File: src/rtl/dht_pkg.sv
`timescale 1ns / 1ps

package dht_pkg;

  // Table geometry
  localparam int NUM_SLOTS    = 13;
  localparam int SECOND_PRIME = 7;
  localparam int KEY_W        = 31;
  localparam int SLOT_W       = $clog2(NUM_SLOTS);
  localparam int CNT_W        = $clog2(NUM_SLOTS + 1);
  localparam int REM2_W       = $clog2(SECOND_PRIME);
  localparam int H2_W         = $clog2(SECOND_PRIME + 1);

  // Key is folded into the remainders one byte per cycle, top byte first
  localparam int HASH_STEPS   = 4;
  localparam int HSTEP_W      = $clog2(HASH_STEPS);

  // Request actions
  localparam logic ACT_INSERT = 1'b0;
  localparam logic ACT_SEARCH = 1'b1;

  // Result status codes
  localparam logic [1:0] ST_INSERTED = 2'd0;
  localparam logic [1:0] ST_FULL     = 2'd1;
  localparam logic [1:0] ST_FOUND    = 2'd2;
  localparam logic [1:0] ST_MISSING  = 2'd3;

  // Controller to datapath commands
  typedef struct packed {
    logic load;
    logic hash_step;
    logic setup;
    logic probe_step;
    logic finish;
  } dht_cmd_t;

  // Datapath to controller status
  typedef struct packed {
    logic done;
    logic out_free;
  } dht_stat_t;

  // (r * 256 + b) mod m for r < m <= 15, by eight compare-and-subtract steps
  function automatic logic [3:0] mod_byte(input logic [3:0] r, input logic [7:0] b,
                                          input logic [11:0] m);
    logic [11:0] v;
    logic [11:0] mk;
    v = {r, b};
    for (int k = 7; k >= 0; k--) begin
      mk = m << k;
      if (v >= mk) begin
        v = v - mk;
      end
    end
    return v[3:0];
  endfunction

endpackage

File: src/rtl/dht_ctrl.sv
`timescale 1ns / 1ps

module dht_ctrl
  import dht_pkg::*;
(
  input  logic      clk,
  input  logic      rst,
  input  logic      s_tvalid,
  output logic      s_tready,
  input  dht_stat_t stat,
  output dht_cmd_t  cmd
);

  localparam logic [1:0] S_IDLE  = 2'd0;
  localparam logic [1:0] S_HASH  = 2'd1;
  localparam logic [1:0] S_SETUP = 2'd2;
  localparam logic [1:0] S_PROBE = 2'd3;

  logic [1:0]         state;
  logic [1:0]         state_next;
  logic [HSTEP_W-1:0] step;
  logic [HSTEP_W-1:0] step_next;

  assign s_tready = (state == S_IDLE);

  // Next state and commands
  always_comb begin
    state_next = state;
    step_next  = step;
    cmd        = '0;
    unique case (state)
      S_IDLE: begin
        step_next = '0;
        if (s_tvalid) begin
          cmd.load   = 1'b1;
          state_next = S_HASH;
        end
      end
      S_HASH: begin
        cmd.hash_step = 1'b1;
        step_next     = step + 1'b1;
        if (step == HSTEP_W'(HASH_STEPS - 1)) begin
          state_next = S_SETUP;
        end
      end
      S_SETUP: begin
        cmd.setup  = 1'b1;
        state_next = S_PROBE;
      end
      S_PROBE: begin
        // hold on the deciding slot until the output register frees up
        if (stat.done) begin
          if (stat.out_free) begin
            cmd.finish = 1'b1;
            state_next = S_IDLE;
          end
        end else begin
          cmd.probe_step = 1'b1;
        end
      end
      default: begin
        state_next = S_IDLE;
      end
    endcase
  end

  always_ff @(posedge clk) begin
    if (rst) begin
      state <= S_IDLE;
      step  <= '0;
    end else begin
      state <= state_next;
      step  <= step_next;
    end
  end

endmodule

File: src/rtl/dht_datapath.sv
`timescale 1ns / 1ps

module dht_datapath
  import dht_pkg::*;
(
  input  logic       clk,
  input  logic       rst,
  input  dht_cmd_t   cmd,
  output dht_stat_t  stat,
  input  logic [31:0] s_tdata,
  input  logic       s_tuser,
  output logic       m_tvalid,
  input  logic       m_tready,
  output logic [7:0] m_tdata,
  output logic [1:0] m_tuser
);

  // Request registers
  logic              act;
  logic [KEY_W-1:0]  key;
  logic [31:0]       shreg;
  logic [3:0]        rem1;
  logic [REM2_W-1:0] rem2;
  logic [3:0]        rem1_next;
  logic [3:0]        rem2_wide;

  // Probe registers
  logic [SLOT_W-1:0] pos;
  logic [H2_W-1:0]   h2;
  logic [CNT_W-1:0]  idx;
  logic              full;

  // Table store
  logic [KEY_W-1:0]      slot_key [NUM_SLOTS];
  logic [NUM_SLOTS-1:0]  slot_used;
  logic [CNT_W-1:0]      count;

  // Output register
  logic              out_valid;
  logic [1:0]        out_status;
  logic [3:0]        out_slot;
  logic [3:0]        out_probes;

  // Probe decision
  logic              done;
  logic              wr_en;
  logic [1:0]        res_status;
  logic [3:0]        res_slot;
  logic [3:0]        res_probes;
  logic [SLOT_W:0]   pos_sum;
  logic [SLOT_W-1:0] pos_next;

  assign rem1_next = mod_byte(rem1, shreg[31:24], 12'(NUM_SLOTS));
  assign rem2_wide = mod_byte(4'(rem2), shreg[31:24], 12'(SECOND_PRIME));

  // Next probe position: one add and a single wrap
  always_comb begin
    pos_sum = {1'b0, pos} + (SLOT_W + 1)'(h2);
    if (pos_sum >= (SLOT_W + 1)'(NUM_SLOTS)) begin
      pos_sum = pos_sum - (SLOT_W + 1)'(NUM_SLOTS);
    end
    pos_next = pos_sum[SLOT_W-1:0];
  end

  // Examine the current slot
  always_comb begin
    done       = 1'b0;
    wr_en      = 1'b0;
    res_status = ST_MISSING;
    res_slot   = '0;
    res_probes = 4'(idx + 1'b1);
    if (act == ACT_INSERT && full) begin
      done       = 1'b1;
      res_status = ST_FULL;
      res_probes = '0;
    end else if (!slot_used[pos]) begin
      done = 1'b1;
      if (act == ACT_INSERT) begin
        wr_en      = 1'b1;
        res_status = ST_INSERTED;
        res_slot   = 4'(pos);
      end
    end else if (act == ACT_SEARCH && slot_key[pos] == key) begin
      done       = 1'b1;
      res_status = ST_FOUND;
      res_slot   = 4'(pos);
    end else if (idx == CNT_W'(NUM_SLOTS - 1)) begin
      // every slot examined
      done       = 1'b1;
      res_status = (act == ACT_INSERT) ? ST_FULL : ST_MISSING;
    end
  end

  assign stat.done     = done;
  assign stat.out_free = !out_valid || m_tready;

  // Request capture, hashing and probe walk
  always_ff @(posedge clk) begin
    if (cmd.load) begin
      act   <= s_tuser;
      key   <= s_tdata[KEY_W-1:0];
      shreg <= {1'b0, s_tdata[KEY_W-1:0]};
      rem1  <= '0;
      rem2  <= '0;
    end
    if (cmd.hash_step) begin
      rem1  <= rem1_next;
      rem2  <= rem2_wide[REM2_W-1:0];
      shreg <= shreg << 8;
    end
    if (cmd.setup) begin
      pos  <= rem1[SLOT_W-1:0];
      h2   <= H2_W'(SECOND_PRIME) - H2_W'(rem2);
      idx  <= '0;
      full <= (count == CNT_W'(NUM_SLOTS));
    end
    if (cmd.probe_step) begin
      pos <= pos_next;
      idx <= idx + 1'b1;
    end
  end

  // Key store, written on a committed insert
  always_ff @(posedge clk) begin
    if (cmd.finish && wr_en) begin
      slot_key[pos] <= key;
    end
  end

  // Occupied flags and fill count
  always_ff @(posedge clk) begin
    if (rst) begin
      slot_used <= '0;
      count     <= '0;
    end else if (cmd.finish && wr_en) begin
      slot_used[pos] <= 1'b1;
      count          <= count + 1'b1;
    end
  end

  // Output register
  always_ff @(posedge clk) begin
    if (rst) begin
      out_valid <= 1'b0;
    end else if (cmd.finish) begin
      out_valid <= 1'b1;
    end else if (m_tready) begin
      out_valid <= 1'b0;
    end
  end

  always_ff @(posedge clk) begin
    if (cmd.finish) begin
      out_status <= res_status;
      out_slot   <= res_slot;
      out_probes <= res_probes;
    end
  end

  assign m_tvalid = out_valid;
  assign m_tdata  = {out_probes, out_slot};
  assign m_tuser  = out_status;

endmodule

File: src/rtl/double_hash_table_insert_search.sv
`timescale 1ns / 1ps

// Open-addressed hash table of 13 slots with double hashing.
// Slave channel s_*: one request per transfer, tuser = action (0 insert,
// 1 search), tdata = key. The block takes a request only while idle.
// Master channel m_*: one result per request, tuser = status (0 inserted,
// 1 full, 2 found, 3 not found), tdata = slot and probe count.
// Sequence: after the request is taken the key is reduced modulo 13 and 7
// one byte per cycle, a setup step follows, then one table slot is examined
// per cycle until the request is decided, 1 to 13 slots in all (none for an
// insert into a full table). The block is idle again in the same cycle in
// which the result becomes valid. The probe walk reads the table through
// its single read port.
// A result waits in an output register; the block takes the next request
// meanwhile and, if the receiver still stalls, holds at its deciding probe.
// Reset marks every slot empty and clears the fill count and both channels.
module double_hash_table_insert_search
  import dht_pkg::*;
(
  input  logic        clk,
  input  logic        rst,
  input  logic        s_tvalid,
  output logic        s_tready,
  input  logic [31:0] s_tdata,   // [30:0] key, [31] zero
  input  logic        s_tuser,   // [0] action
  output logic        m_tvalid,
  input  logic        m_tready,
  output logic [7:0]  m_tdata,   // [3:0] slot, [7:4] probes
  output logic [1:0]  m_tuser    // [1:0] status
);

  dht_cmd_t  cmd;
  dht_stat_t stat;

  dht_ctrl u_ctrl (
    .clk      (clk),
    .rst      (rst),
    .s_tvalid (s_tvalid),
    .s_tready (s_tready),
    .stat     (stat),
    .cmd      (cmd)
  );

  dht_datapath u_dp (
    .clk      (clk),
    .rst      (rst),
    .cmd      (cmd),
    .stat     (stat),
    .s_tdata  (s_tdata),
    .s_tuser  (s_tuser),
    .m_tvalid (m_tvalid),
    .m_tready (m_tready),
    .m_tdata  (m_tdata),
    .m_tuser  (m_tuser)
  );

  // A result is committed only once decided and with room to hold it
  a_finish_ok: assert property (@(posedge clk) disable iff (rst)
    cmd.finish |-> (stat.done && stat.out_free))
    else $error("finish without decision or free output");

  // One request at a time
  a_busy_after_accept: assert property (@(posedge clk) disable iff (rst)
    (s_tvalid && s_tready) |=> !s_tready)
    else $error("request taken while busy");

  // A result appears only after a finish
  a_valid_from_finish: assert property (@(posedge clk) disable iff (rst)
    $rose(m_tvalid) |-> $past(cmd.finish))
    else $error("result valid without finish");

endmodule
File: config.mk
export PLATFORM = sky130hd
export DESIGN_NAME = double_hash_table_insert_search
export DESIGN_NICKNAME = d
export VERILOG_FILES = /design/src/rtl/dht_pkg.sv /design/src/rtl/dht_ctrl.sv /design/src/rtl/dht_datapath.sv /design/src/rtl/double_hash_table_insert_search.sv
export SDC_FILE = /design/constraint.sdc
export NUM_CORES = 1
export LEC_CHECK = 0
export ABC_CLOCK_PERIOD_IN_PS = 9300
export BUFFER_PORTS_ARGS = -buffer_cell sky130_fd_sc_hd__buf_2
export CAP_MARGIN = 0
export CELL_PAD_IN_SITES_DETAIL_PLACEMENT = 1
export CELL_PAD_IN_SITES_GLOBAL_PLACEMENT = 2
export CORE_UTILIZATION = 30
export CTS_CLUSTER_DIAMETER = 150
export DETAILED_ROUTE_END_ITERATION = 10
export PLACE_DENSITY_LB_ADDON = 0.1
export REMOVE_ABC_BUFFERS = 1
export SYNTH_ARGS = -nofsm -noshare
export SYNTH_HDL_FRONTEND = slang
export SYNTH_SLANG_ARGS = --single-unit
File: constraint.sdc
create_clock -name clk -period 9.3 [get_ports clk]
set_input_delay 1.395 -clock clk [delete_from_list [all_inputs] [get_ports clk]]
set_output_delay 1.395 -clock clk [all_outputs]
set_load 0.1 [all_outputs]
==> Word level (Yosys, flattened, before mapping) <==
Memories as Yosys holds them, arrays and structs flattened. A register that Yosys moved wholly into a read port is not among the register bits.
Cells that the tools add are included.
{ "totals": {"register_bits": 115, "mem_bits_rw": 403, "in_bits": 37, "mem_count": 1} }
{ "op_classes": {"addsub": 22, "magnitude_cmp": 19, "n_eq_ne": 11, "muxes": 65, "n_bitwise": 2, "n_reduce_logical": 12} }
{ "mem_list": {"columns": ["name", "depth", "width", "read_ports", "rd_clocked_by_memory_dff", "write_ports", "line", "rtl"], "rows": [
  ["u_dp.slot_key", 13, 31, 1, 1, 1, "dht_datapath.sv:34", "logic [KEY_W-1:0] slot_key [NUM_SLOTS];"]
]} }
{ "op_table": {"columns": ["op", "count"], "rows": [
  ["12-bit 2-to-1 mux", 14],
  ["32-bit 2-to-1 mux", 2],
  ["4-bit 2-to-1 mux", 12],
  ["31-bit equality test", 1],
  ["12-bit by 4-bit greater-or-equal comparator with 1-bit output, second input constant", 2],
  ["12-bit by 5-bit greater-or-equal comparator with 1-bit output, second input constant", 2],
  ["12-bit by 6-bit greater-or-equal comparator with 1-bit output, second input constant", 2],
  ["12-bit by 7-bit greater-or-equal comparator with 1-bit output, second input constant", 2],
  ["12-bit by 8-bit greater-or-equal comparator with 1-bit output, second input constant", 2],
  ["12-bit by 9-bit greater-or-equal comparator with 1-bit output, second input constant", 2],
  ["12-bit by 5-bit subtractor with 12-bit output, second input constant", 2],
  ["12-bit by 6-bit subtractor with 12-bit output, second input constant", 2],
  ["12-bit by 7-bit subtractor with 12-bit output, second input constant", 2],
  ["12-bit by 8-bit subtractor with 12-bit output, second input constant", 2],
  ["12-bit by 9-bit subtractor with 12-bit output, second input constant", 2],
  ["1-bit 2-to-1 mux", 20],
  ["2-bit 2-to-1 mux", 10],
  ["13-bit bitwise OR", 1],
  ["12-bit by 10-bit greater-or-equal comparator with 1-bit output, second input constant", 1],
  ["12-bit by 11-bit greater-or-equal comparator with 1-bit output, second input constant", 1],
  ["12-bit by 3-bit greater-or-equal comparator with 1-bit output, second input constant", 1],
  ["11-bit by 10-bit subtractor with 12-bit output, second input constant", 1],
  ["12-bit by 10-bit subtractor with 12-bit output, second input constant", 1],
  ["12-bit by 11-bit subtractor with 12-bit output, second input constant", 1],
  ["28 further kinds", 43]
]} }

==> Longest topological paths before layout <==
{ "logic_depth": {"ltp_word": 17, "depth_mapped": 49} }

==> By module <==
A second synthesis with hierarchy kept.
{ "unflattened": {"hier_cells": 1625, "hier_area_um2": 24407.2} }
{ "by_module_without_submodules": {"columns": ["mod", "instances", "cells_each", "area_per_inst_um2", "seq_area_each_um2"], "rows": [
  ["dht_datapath", 1, 1595, 24101.9, 15254.6],
  ["dht_ctrl", 1, 30, 305.3, 80.1]
]} }

==> Least setup slack after synthesis <==
Ideal clock, no wire load.
{ "synth_path": {"path_type": "reg2reg", "startpoint": "register u_dp.shreg[26]", "endpoint": "register u_dp.rem2[2] (data pin)", "setup_time_ns": 0.132, "arrival_time_ns": 9.293, "required_time_ns": 9.168, "setup_slack_ns": -0.124, "path_stages_with_launch": 47, "path_cell_list": "edfxtp_1 > buf_6 > or4_4 > nor4_1 > o31a_1 > ha_1 > clkbuf_1 > nand2_1 > a21oi_1 > nor2_1 > xnor2_1 > ha_1 > nand2_1 > nor4b_2 > nor3_1 > nand2_1 > xnor2_1 > ha_1 > [11 not listed] > or3_1 > and2_1 > ha_1 > nand2_1 > nor3_1 > or2_1 > buf_2 > nor3_4 > xnor2_1 > ha_1 > nand3_1 > nor4_1 > o22ai_1 > or3b_1 > a21oi_1 > a211o_1 > a2111oi_1 > a31o_1"} }
{ "synth_via": {"elab_chain_cells": 17, "elab_cells_between_ends": 25, "cone_classes": "add/sub (8); order compare (8); mux (9)"} }
{ "synth_lines": {"columns": ["item", "line", "rtl"], "rows": [
  ["start, declared", "dht_datapath.sv:21", "logic [31:0] shreg;"],
  ["start signal, assigned", "dht_datapath.sv:102", "shreg <= {1'b0, s_tdata[KEY_W-1:0]};"],
  ["start signal, assigned", "dht_datapath.sv:109", "shreg <= shreg << 8;"],
  ["11-bit by 10-bit subtractor with 12-bit output / 11-bit by 10-bit greater-or-equal comparator with 1-bit output (equally long branches)", "dht_pkg.sv:52, dht_pkg.sv:51", null],
  ["12-bit 2-to-1 mux *", "dht_pkg.sv:51", "if (v >= mk) begin"],
  ["12-bit by 9-bit subtractor with 12-bit output / 12-bit by 9-bit greater-or-equal comparator with 1-bit output (equally long branches)", "dht_pkg.sv:52, dht_pkg.sv:51", null],
  ["12-bit 2-to-1 mux *", "dht_pkg.sv:51", null],
  ["12-bit by 8-bit subtractor with 12-bit output / 12-bit by 8-bit greater-or-equal comparator with 1-bit output (equally long branches)", "dht_pkg.sv:52, dht_pkg.sv:51", null],
  ["12-bit 2-to-1 mux *", "dht_pkg.sv:51", null],
  ["12-bit by 7-bit subtractor with 12-bit output / 12-bit by 7-bit greater-or-equal comparator with 1-bit output (equally long branches)", "dht_pkg.sv:52, dht_pkg.sv:51", null],
  ["12-bit 2-to-1 mux *", "dht_pkg.sv:51", null],
  ["12-bit by 6-bit subtractor with 12-bit output / 12-bit by 6-bit greater-or-equal comparator with 1-bit output (equally long branches)", "dht_pkg.sv:52, dht_pkg.sv:51", null],
  ["12-bit 2-to-1 mux *", "dht_pkg.sv:51", null],
  ["12-bit by 5-bit subtractor with 12-bit output / 12-bit by 5-bit greater-or-equal comparator with 1-bit output (equally long branches)", "dht_pkg.sv:52, dht_pkg.sv:51", null],
  ["12-bit 2-to-1 mux *", "dht_pkg.sv:51", null],
  ["12-bit by 4-bit subtractor with 12-bit output / 12-bit by 4-bit greater-or-equal comparator with 1-bit output (equally long branches)", "dht_pkg.sv:52, dht_pkg.sv:51", null],
  ["12-bit 2-to-1 mux *", "dht_pkg.sv:51", null],
  ["12-bit by 3-bit greater-or-equal comparator with 1-bit output / 3-bit subtractor (equally long branches)", "dht_pkg.sv:51, dht_pkg.sv:52", null],
  ["3-bit 2-to-1 mux *", "dht_pkg.sv:51", null],
  ["3-bit 2-to-1 mux *", "dht_datapath.sv:106", "if (cmd.hash_step) begin"],
  ["end signal, assigned", "dht_datapath.sv:108", "rem2 <= rem2_wide[REM2_W-1:0];"],
  ["end, declared", "dht_datapath.sv:23", "logic [REM2_W-1:0] rem2;"]
]} }
Mark *: on every way between the ends. The rest lies on a longest branch, timed or not.
A chain may end at the register's enable or synchronous reset.

==> Final worst setup path <==
{ "layout_path": {"startpoint": "register u_dp.shreg[25]", "endpoint": "register u_dp.rem2[0] (data pin)"} }
The elaborated chain is that of the path after synthesis.

==> results.py <==
metrics = {
    "outcome": {
        "status": "finished, final reports clean",
    },
    "finish": {
        "fill_cells": 8532,
        "cell_area_after_layout_um2": 29200,
        "insertedDiodeCount": 0,
        "instances_no_fill": 3017,
        "multiInputGateArea_um2": 9470,
        "nets": 1963,
        "layout-drive-gt1-share_pct": 22.2,
        "layout_commonest_cell": "sky130_fd_sc_hd__edfxtp_1",
        "fin_util_pct": 35.4,
        "register_area_um2": 15300,
        "final_cell_mix": "sky130_fd_sc_hd__edfxtp_1 (488), sky130_fd_sc_hd__nand2_1 (142), sky130_fd_sc_hd__nor2_1 (118)",
        "synthesis_to_layout_area_growth_pct": 16.4,
    },
    "placed_design": {
        "placement.cell_area_um2": 27200,
        "dp.cells": 2907,
        "dp_hpwl_um": 46400,
        "place_worst_setup_slack_ns": 0.266,
        "port-buffer-count": 47,
        "finalWeightedCongestion": 0.775,
    },
    "route": {
        "drc": 0,
        "routed_wire_length_per_instance_um": 24.5,
        "drt_first_iter_violations": 879,
        "dr.pass1.iters": 4,
        "antenna_left": 0,
        "drt_wl_total_um": 73900,
        "vias_per_cell": 5.26,
        "vias": 15900,
    },
    "clock_network": {
        "worstSkewPairLatency_ns": 0.62,
        "cts_made_buffers": 57,
        "clockBufferDepth": 3,
        "cts_hold_buf": 0,
        "clock-root-buffer": "sky130_fd_sc_hd__clkbuf_16",
        "tritoncts": "built",
        "htreeDepth": 2,
        "cts_sinks": 522,
        "clkTransAtPathRegs_ns": 0.07,
    },
    "critical_path": {
        "setup.worst_path.start_class": "register",
        "critical_path_class": "register to register",
        "crit_required_ns": 9.76,
        "slowest_delay_ns": 0.62,
        "critical-path-slowest-cell": "sky130_fd_sc_hd__or4_4",
        "worstPathArrival_ns": 9.16,
        "worstSetupEndpointType": "register",
        "critical_path_peak_fanout": 5,
    },
    "grt": {
        "globalRouteMet1Util_pct": 22.4,
        "grt_overflow": 0,
        "globalRouteMet2Util_pct": 30.8,
        "gr-max-usage-layer": "met2",
        "grt_pass1_wl_um": 110000,
        "groute.layer.met3.usage_pct": 1.79,
        "antenna_violations_before_repair": 1,
        "via_count_of_the_first_global_routing_pass": 17100,
        "grt_util_all_layers_pct": 17.2,
        "maximum_number_of_pins_on_one_net_before_global_route_repair": 66,
    },
    "sta": {
        "period_minus_slack_ns": 8.71,
        "final_setup_slack_of_the_worst_path_ns": 0.592,
        "worst_clock_skew_ns": 0.0307,
        "max_slew_margin_pct": 28.4,
        "max_slew.worst_pin.slew_ns": 1.07,
        "timing.final.crit_share_pct": 93.6,
        "max_freq_mhz": 115,
        "final-setup-viol-count": 0,
        "maxSlewViolCount": 0,
        "timing_hold_violations_final": 0,
    },
    "die": {
        "die_width_um": 291,
        "design.die.area_um2": 84900,
        "fp-row-count": 105,
        "die_h_um": 291,
        "initial_core_util_pct": 30.5,
        "ioPinCount": 49,
        "core_area_um2": 82500,
    },
    "synth": {
        "synth-edff-count": 488,
        "syn-mean-instance-area_um2": 14.1,
        "netlist-cell-type-count": 116,
        "synth-async-reset-ratio_pct": 0,
        "synth_area_um2": 25100,
        "synth-seq-cells": 522,
        "dominantRegCellSynth": "sky130_fd_sc_hd__edfxtp_1",
        "syn_inst": 1787,
        "synth.yosys.warnings": 0,
        "seq_area_frac_synth_pct": 61.0,
    },
    "worst_hold_path": {
        "min_path_type": "register to register",
    },
    "job": {
        "drv_cap": 0,
    },
}
## critical path, delay by kind of cell, from the launching register on
family | cells | cell delay (ns)
mux | 1 | 0.19
fa+ha+maj | 6 | 1.32
buf+inv | 3 | 0.27
xor+xnor | 4 | 0.75
compound gates | 9 | 1.75
simple gates | 19 | 3.85
flops | 1 | 0.40
## layout make-up
type	instances	area share (%)
Timing Repair Buffer	139	3.34
Inverter	38	0.492
Clock buffer	63	4.95
Multi-Input combinational cell	1140	32.4
Tap cell	1070	4.58
Clock inverter	45	1.77
Sequential cell	522	52.5
## kinds of logic (layout without fill, tap and decap cells)
logic type                 Yosys count  count (layout)  synth area share (%)
AOI/OAI and AO/OA                  380             380                  10.9
buffers and inverters              125             285                  2.06
DFF                                522             522                  61.0
and+or+nand+nor                    491             491                  9.84
xor gates and xnor gates            68              68                  2.40
muxes                              171             171                  12.3
adders and majority gates           30              30                  1.50
## cells in the mapped netlist, types with 16 or more instances
| master | n | area, um2 |
|---|---|---|
| sky130_fd_sc_hd__o21ai_0 | 64 | 320 |
| sky130_fd_sc_hd__xor2_1 | 36 | 315 |
| sky130_fd_sc_hd__a211oi_1 | 33 | 248 |
| sky130_fd_sc_hd__a21o_1 | 16 | 120 |
| sky130_fd_sc_hd__ha_1 | 27 | 338 |
| sky130_fd_sc_hd__inv_1 | 36 | 135 |
| sky130_fd_sc_hd__clkbuf_1 | 58 | 218 |
| sky130_fd_sc_hd__nand2_1 | 143 | 537 |
| sky130_fd_sc_hd__nor2_1 | 128 | 480 |
| sky130_fd_sc_hd__dfxtp_1 | 34 | 681 |
| sky130_fd_sc_hd__mux4_2 | 108 | 2430 |
| sky130_fd_sc_hd__a31oi_1 | 21 | 131 |
| sky130_fd_sc_hd__xnor2_1 | 31 | 272 |
| sky130_fd_sc_hd__nor3_1 | 23 | 115 |
| sky130_fd_sc_hd__a21oi_1 | 84 | 420 |
| sky130_fd_sc_hd__nor2b_1 | 28 | 175 |
| sky130_fd_sc_hd__nor4_1 | 21 | 131 |
| sky130_fd_sc_hd__edfxtp_1 | 488 | 14700 |
| sky130_fd_sc_hd__nand3_1 | 35 | 175 |
| sky130_fd_sc_hd__mux2i_1 | 44 | 440 |
## state kept, by name (all words and copies together), names as in the netlist, named ones only
| register | count |
|---|---|
| u_dp.h2 | 3 |
| u_dp.act | 1 |
| u_dp.rem2 | 3 |
| u_dp.key | 31 |
| u_dp.shreg | 32 |
| u_dp.m_tvalid | 1 |
| u_dp.slot_used | 13 |
| u_ctrl.state | 2 |
| u_dp.rem1 | 4 |
| u_dp.out_probes | 4 |
| u_dp.count | 4 |
| u_ctrl.step | 2 |
| u_dp.out_slot | 4 |
| u_dp.idx | 4 |
| u_dp.pos | 4 |
| u_dp.full | 1 |
| u_dp.m_tuser | 2 |
| u_dp.slot_key | 403 |
## stage by stage
| stage | hold slack, ns | setup TNS, ns |
|---|---|---|
| floorplan | 0.435 | -116.35 |
| detailed placement | 0.448 | 0 |
| global placement | 0.443 | 0 |
| CTS | 0.466 | 0 |
| finish | 0.462 | 0 |
| global route | 0.487 | -0.125 |
## final timing paths
path | cells past startpoint | slack, ns | end | startpoint
min reg2reg | 2 | 0.46 | u_dp.shreg[0] | u_dp.shreg[0]
min | 2 | 0.46 | u_dp.shreg[0] | u_dp.shreg[0]
max | 42 | 0.59 | u_dp.rem2[0] | u_dp.shreg[25]
max reg2reg | 42 | 0.59 | u_dp.rem2[0] | u_dp.shreg[25]
## timing repair
item / CTS / global route
buffers inserted: 0 / 2
endpoints found under the setup margin: 0 / 3
resized for setup: 0 / 15
## routing by layer
metal | wire length [um] | part of all wire (%)
met3 | 1680 | 2.3
met2 | 37900 | 51
met5 | 0 | 0
met4 | 1400 | 1.9
met1 | 32900 | 45
Power is not shown: default switching activity piles up to over one toggle a cycle in this logic, so the estimate is an artifact.
